**config.mk**
```make
export PLATFORM = sky130hd
export DESIGN_NAME = sfed_sequencer
export DESIGN_NICKNAME = d
export VERILOG_FILES = /design/src/rtl/assert_macros.svh /design/src/rtl/sfed_pkg.sv /design/src/rtl/sfed_sequencer.sv
export SDC_FILE = /design/constraint.sdc
export NUM_CORES = 1
export LEC_CHECK = 0
export ABC_CLOCK_PERIOD_IN_PS = 4700
export BUFFER_PORTS_ARGS = -buffer_cell sky130_fd_sc_hd__buf_2
export CAP_MARGIN = 20
export CORE_AREA = 8 8 45 47
export CTS_CLUSTER_SIZE = 25
export DETAILED_ROUTE_END_ITERATION = 8
export DIE_AREA = 0 0 53 55
export PLACE_DENSITY = 0.64
export SYNTH_ARGS = -nofsm -noshare
export SYNTH_HDL_FRONTEND = slang
export SYNTH_SLANG_ARGS = --single-unit
```
**constraint.sdc**
```tcl
create_clock -name clk -period 4.7 [get_ports clk]
set_input_delay 0.94 -clock clk [delete_from_list [all_inputs] [get_ports clk]]
set_output_delay 0.94 -clock clk [all_outputs]
set_load 0.02 [all_outputs]
```
**src/rtl/assert_macros.svh**
```systemverilog
// assertion macros for the echo delay core
// every macro samples on clk and is disabled during rst
`ifndef ASSERT_MACROS_SVH
`define ASSERT_MACROS_SVH

// same-cycle implication
`define SFED_ASSERT_NOW(label, ante, cons, msg) \
  label: assert property (@(posedge clk) disable iff (rst) (ante) |-> (cons)) \
    else $error(msg);

// next-cycle implication
`define SFED_ASSERT_NEXT(label, ante, cons, msg) \
  label: assert property (@(posedge clk) disable iff (rst) (ante) |=> (cons)) \
    else $error(msg);

`endif

```
**src/rtl/sfed_pkg.sv**
```systemverilog
// shared types, constants, microcode table and saturation helper for the echo delay core
// no dependencies
package sfed_pkg;

  localparam int ADDR_BITS   = 17;
  localparam int DELAY_DEPTH = 1 << ADDR_BITS;
  localparam int SAMPLE_BITS = 24;
  localparam int DELAY_W     = 17;
  localparam int GAIN_W      = 16;
  localparam int CFG_W       = 17;
  localparam int CFG_IDX_W   = 3;
  localparam int FILL_W      = ADDR_BITS + 1;
  localparam int STEP_W      = 3;
  localparam int FRAC_BITS   = 15;
  localparam int UNITY_Q15   = 1 << FRAC_BITS;
  localparam int ROUND_HALF  = 1 << (FRAC_BITS - 1);

  typedef logic signed [SAMPLE_BITS-1:0] sample_t;
  typedef logic [GAIN_W-1:0]             gain_t;
  typedef logic [STEP_W-1:0]             step_t;

  typedef enum logic [CFG_IDX_W-1:0] {
    REG_DELAY,
    REG_FEEDBACK,
    REG_WET_LEFT,
    REG_WET_RIGHT,
    REG_DRY
  } cfg_reg_t;

  typedef enum logic [2:0] {
    A_RD_L,
    A_RD_R,
    A_WET_L,
    A_WET_R,
    A_IN_L,
    A_IN_R
  } op_a_t;

  typedef enum logic [1:0] {
    G_WET_L,
    G_WET_R,
    G_FEEDBACK,
    G_DRY
  } op_g_t;

  typedef enum logic [2:0] {
    DST_NONE,
    DST_WET_L,
    DST_WET_R,
    DST_FBK_L,
    DST_FBK_R,
    DST_DRY_L,
    DST_DRY_R
  } dst_t;

  typedef enum logic [1:0] {
    COND_ALWAYS,
    COND_IN,
    COND_OUT
  } cond_t;

  typedef struct packed {
    cond_t cond;
    step_t next;
    op_a_t a;
    op_g_t g;
    dst_t  dst;
    logic  in_ld;
    logic  mem_rd;
    logic  mem_wr;
    logic  out_ld;
  } uword_t;

  typedef struct packed {
    logic  in_ld;
    logic  mem_rd;
    logic  mem_wr;
    logic  out_ld;
    op_a_t a;
    op_g_t g;
    dst_t  dst;
  } ctl_t;

  typedef struct packed {
    logic                 write;
    logic [CFG_IDX_W-1:0] index;
    logic [CFG_W-1:0]     data;
  } cfg_t;

  // one frame: read, six products through the shared multiplier (write back alongside the fifth), output
  function automatic uword_t ucode(input step_t step);
    uword_t w;
    w = '{cond: COND_ALWAYS, next: step + 1'b1, a: A_RD_L, g: G_WET_L, dst: DST_NONE,
          in_ld: 1'b0, mem_rd: 1'b0, mem_wr: 1'b0, out_ld: 1'b0};
    case (step)
      3'd0: begin
        w.cond   = COND_IN;
        w.in_ld  = 1'b1;
        w.mem_rd = 1'b1;
      end
      3'd1: begin
        w.a   = A_RD_L;
        w.g   = G_WET_L;
        w.dst = DST_WET_L;
      end
      3'd2: begin
        w.a   = A_RD_R;
        w.g   = G_WET_R;
        w.dst = DST_WET_R;
      end
      3'd3: begin
        w.a   = A_WET_L;
        w.g   = G_FEEDBACK;
        w.dst = DST_FBK_L;
      end
      3'd4: begin
        w.a   = A_WET_R;
        w.g   = G_FEEDBACK;
        w.dst = DST_FBK_R;
      end
      3'd5: begin
        w.a      = A_IN_L;
        w.g      = G_DRY;
        w.dst    = DST_DRY_L;
        w.mem_wr = 1'b1;
      end
      3'd6: begin
        w.a   = A_IN_R;
        w.g   = G_DRY;
        w.dst = DST_DRY_R;
      end
      3'd7: begin
        w.cond   = COND_OUT;
        w.out_ld = 1'b1;
        w.next   = '0;
      end
      default: begin
        w.next = '0;
      end
    endcase
    return w;
  endfunction

  function automatic sample_t sat_add(input sample_t x, input sample_t y);
    logic signed [SAMPLE_BITS:0] s;
    sample_t r;
    s = {x[SAMPLE_BITS-1], x} + {y[SAMPLE_BITS-1], y};
    if (s[SAMPLE_BITS] != s[SAMPLE_BITS-1]) begin
      r = s[SAMPLE_BITS] ? {1'b1, {(SAMPLE_BITS-1){1'b0}}} : {1'b0, {(SAMPLE_BITS-1){1'b1}}};
    end else begin
      r = s[SAMPLE_BITS-1:0];
    end
    return r;
  endfunction

endpackage

```
**src/rtl/sfed_sequencer.sv**
```systemverilog
// microcode sequencer: step counter, control rom lookup, jump conditions, output valid
// depends on sfed_pkg
module sfed_sequencer (
  input  logic          clk,
  input  logic          rst,
  input  logic          in_valid,
  input  logic          out_ready,
  output logic          in_ready,
  output logic          out_valid,
  output sfed_pkg::ctl_t ctl
);
  import sfed_pkg::*;

  step_t  step;
  step_t  step_next;
  logic   out_valid_next;
  uword_t uw;
  logic   fire;

  assign uw = ucode(step);

  always_comb begin
    case (uw.cond)
      COND_ALWAYS: fire = 1'b1;
      COND_IN:     fire = in_valid;
      COND_OUT:    fire = !out_valid || out_ready;
      default:     fire = 1'b0;
    endcase
  end

  // next step
  always_comb begin
    step_next = fire ? uw.next : step;
  end

  // control outputs
  always_comb begin
    in_ready   = (uw.cond == COND_IN);
    ctl.in_ld  = fire && uw.in_ld;
    ctl.mem_rd = fire && uw.mem_rd;
    ctl.mem_wr = fire && uw.mem_wr;
    ctl.out_ld = fire && uw.out_ld;
    ctl.a      = uw.a;
    ctl.g      = uw.g;
    ctl.dst    = fire ? uw.dst : DST_NONE;
  end

  always_comb begin
    if (ctl.out_ld) begin
      out_valid_next = 1'b1;
    end else if (out_ready) begin
      out_valid_next = 1'b0;
    end else begin
      out_valid_next = out_valid;
    end
  end

  always_ff @(posedge clk) begin
    if (rst) begin
      step      <= '0;
      out_valid <= 1'b0;
    end else begin
      step      <= step_next;
      out_valid <= out_valid_next;
    end
  end

endmodule

```
[After elaboration in Yosys (flattened, before gate mapping)]
Cells that the tools add are included.
Storage, ports and cells
  word-level logic and storage cells: 31
  register bits after elaboration: 4
Cells by class
  $add $sub $neg: 1
  reduce and logical (&&, ||, !) cells: 9
  muxes and demuxes: 10
  equality and inequality tests: 9
Operators by type and width (number)
  8-bit one-hot mux with 6 select lines: 1
  3-bit == test, second input constant: 4
  3-bit by 2-bit == test with 1-bit output, second input constant: 2
  3-bit 2-to-1 mux: 2
  1-bit logical AND: 4
  1-bit 2-to-1 mux: 4
  2-bit one-hot mux with 2 select lines: 1
  3-bit by 1-bit adder with 3-bit output, second input constant: 1
  3-bit by 1-bit == test with 1-bit output, second input constant: 1
  3-bit logical NOT: 1
  1-bit one-hot mux with 3 select lines: 1
  2-bit by 1-bit == test with 1-bit output, second input constant: 1
  2-bit == test, second input constant: 1
  2-bit logical NOT: 1
  2-bit 2-to-1 mux: 1
  2-bit nonzero test: 1
  1-bit logical NOT: 1
  1-bit logical OR: 1

[Logic depth before layout (Yosys ltp)]
  depth after elaboration: 6
  mapped depth: 7
  mapped depth without buffers: 6

[Worst setup path after synthesis]
Ideal clock, no wire load.
  path kind: reg2out
  start: register step[0]
  end: output port ctl[11] (netlist bit)
  arrival time: 1662 ps
  required time: 3760 ps
  stages on the path, launching flop included: 6
  setup slack: 2098 ps
  cell sequence: dfxtp_1 -> ha_1 -> ha_1 -> nor2_1 -> and2_1 -> buf_4
RTL lines
  from (decl): RTL line sfed_sequencer.sv:14  | step_t step;
  from (signal assigned): RTL line sfed_sequencer.sv:63  | step <= step_next;
  to (decl): RTL line sfed_sequencer.sv:10  | output sfed_pkg::ctl_t ctl

==> summary.txt <==
Run status
  – Outcome: completed

Setup path
  – Worst R2R Start: step[0]
  – Crit path launch type: flip-flop
  – Worst endpoint required time: 3.76 ns
  – CP startpoint: step[0]
  – Critical path arrival: 1.90 ns
  – CP endpoint kind: output port
  – Kind of critical path: reg2out
  – Worst Path Max Fanout: 6

Floorplanning
  – Io pins: 18
  – Die Area: 0.00292 sq mm
  – Die width: 53 microns
  – Core area: 0.00138 sq mm
  – Starting Density: 33.6%
  – Rows: 14
  – DIE HEIGHT: 55 microns

Synth
  – Synthesized area: 465 sq um
  – Post-synth EDFFs: 0
  – Post-synth top area share: 17.2%
  – Combinational family with the most area after synthesis: compound AO/OA/AOI/OAI gates
  – Synthesis-stage register bit count: 4
  – Multiplexer share of the synthesized area: 0%
  – Largest area contributor in the netlist: dfxtp_1
  – Post-Syn Instances: 56
  – Syn avg cell area: 8.31 sq um
  – Synth async-reset ratio: 0%
  – Post-synthesis simple-gate area fraction: 24.7%
  – Syn. warnings: 0
  – Synth Area in Adders: 16.1%
  – Compound-Gate Fraction of Synth Area: 25.0%
  – Netlist cell types: 24
  – Net Count, Synth: 66
  – Top cells by area, synth: dfxtp_1, ha_1, buf_4
  – Top-count cell post-synth: buf_4
  – Commonest cells in the synthesized netlist: buf_4, ha_1, nor2_1
  – Area share of xor/xnor cells in the synthesized design: 0%
  – Dominant synthesized flop cell: dfxtp_1
  – Post-synthesis sequential area ratio: 17.2%

Cells and area
  – Layout cell share with drive strength beyond 1: 36.8%
  – Fin nets: 80
  – Fillers: 148
  – Post-route insts no fill: 84
  – Layout area overhead: 13.7%
  – Ant diodes: 0

Timing
  – Relative max-transition margin: 78.0%
  – Slew @ Worst Pin: 0.330 ns
  – Final setup TNS: 0 ns
  – RSZ-0062 raised after global routing: no
  – Setup violators final: 0
  – Final worst path period need: 2.84 ns
  – Worst Skew: 0.00161 ns
  – F_max: 0.352 GHz
  – Crit share post-route: 60.4%
  – Final Hold Viols: 0
  – Max Transition Viols Final: 0

Clock network
  – Post-CTS Hold Fix Bufs: 0
  – H-tree depth: 1
  – Root buf cell: clkbuf_4
  – CTS buffer count: 3
  – Clock Tree Buf Depth: 2
  – CTS sink cnt: 4
  – Post-cts resize count: 0
  – CTS tree: done
  – Clk_lat worst skew: 0.23 ns
  – Clk pin slew, worst setup/hold paths: 0.04 ns
  – Post-CTS Setup Inserts: 0

Power and ir drop
  – Clk network pwr share: 16.0%
  – P_int: 137 uW
  – Pwr dens: 499 mW/mm^2
  – Sw power: 127 uW
  – Lkg Pwr: 0.000276 uW
  – Peak VDD IR: 161 uV
  – Sequential power share: 19.7%
  – Gate power share: 64.4%
  – Switching share of power: 48.0%

Drt
  – Post-route DRC violation count: 0
  – Drt first-iter violations: 7
  – Routed WL: 930 microns
  – DR WL/cell: 11.1 microns
  – Via density: 4.67
  – Vias: 392
  – DRT antenna net count: 0
  – Drt pass-1 iters: 4

GRT
  – Largest net degree at the start of global routing: 11
  – Number of global-route vias before repair: 408
  – First-pass GRT wire length: 1.54 mm
  – Overflow after GRT: 0
  – Initial antenna violation count: 0
  – GRT Total Usage: 7.16%

Placement
  – Number of port buffers: 17
  – Detailed Place HPWL: 767 microns
  – Placed insts: 81
  – Gp weighted congestion: 0.796

Min path
  – Hold Startpoint: step[1]
  – Min-delay worst type: reg2reg

Run
  – Max cap viols: 0
[routing by layer]
metal	part of all wire, %	global-route usage (%)
met3	9.1	1.60
met2	44	12.5
met5	0	0
met1	44	7.00
met4	2.4	6.47
[cells by family (layout without fill, tap and decap cells)]
kind of cell,count (synthesis),in the layout
fa+ha+maj,6,6
simple gates,20,20
buf+inv,12,24
compound gates,14,14
flops,4,4
[flip-flops by register name (all words and copies together) (netlist names)]
signal     count
step           3
out_valid      1
[cell type report]
class / count / area (sq um) / area share [%]
multi-input combinational: 40 / 307 / 57.9
clock buffer: 3 / 22.5 / 4.26
timing repair buffer: 17 / 85.1 / 16.1
inverter: 4 / 15.0 / 2.84
tap: 16 / 20.0 / 3.78
sequential: 4 / 80.1 / 15.1
[worst max-delay path, stage by stage (launching register included)]
cell and delay [ns]:
dfxtp_1 0.42, ha_1 0.26, ha_1 0.30, nand2_2 0.12, o21ai_4 0.23, o311a_1 0.19
buf_2 0.16
[cell usage in the layout (no fill, tap or decap)]
master / count
buf_2: 17
ha_1: 6
nor2_1: 5
inv_1: 4
a21oi_1: 4
dfxtp_1: 4
nand2_1: 3
nand2b_1: 3
clkbuf_4: 3
nor2b_1: 2
o21ai_4: 2
o21a_1: 2
o21bai_1: 2
nand2b_4: 1
nand2_2: 1
a31oi_1: 1
a21o_2: 1
or2_1: 1
or3_1: 1
and2_1: 1
o311a_1: 1
nor4_1: 1
a22o_1: 1
nor4b_1: 1
[power groups by stage]
stage / combinational [uW] / clock (uW) / sequential [uW]
2_1_floorplan: 151 / 0 / 48.7
3_3_place_gp: 172 / 0 / 52.2
3_5_place_dp: 172 / 0 / 52.5
4_1_cts: 173 / 45.4 / 51.9
5_1_grt: 189 / 45.7 / 53.8
6_report: 170 / 42.3 / 51.9
[per-stage QoR]
stage / cell area (sq um) / total power, uW / hold slack, ns / util [%] / setup slack [ns]
after floorplan: 465 / 200 / 0.478 / - / 2.10
after global placement: 507 / 225 / 0.503 / 36.6 / 2.02
after CTS: 529 / 270 / 0.517 / 38.2 / 1.85
after detailed placement: 507 / 225 / 0.510 / 36.6 / 2.01
after global routing: 529 / 288 / 0.546 / 38.2 / 1.70
final: 529 / 264 / 0.514 / 38.2 / 1.86
[final timing paths]
path | slack [ns] | to | depth (start not counted)
hold / removal | 0.51 | step[1] | 2
setup / recovery | 1.86 | ctl[2] | 6
hold reg to reg | 0.51 | step[1] | 2
setup reg to reg | 3.01 | step[2] | 6
Note: power is estimated with default switching activity, not from simulation.
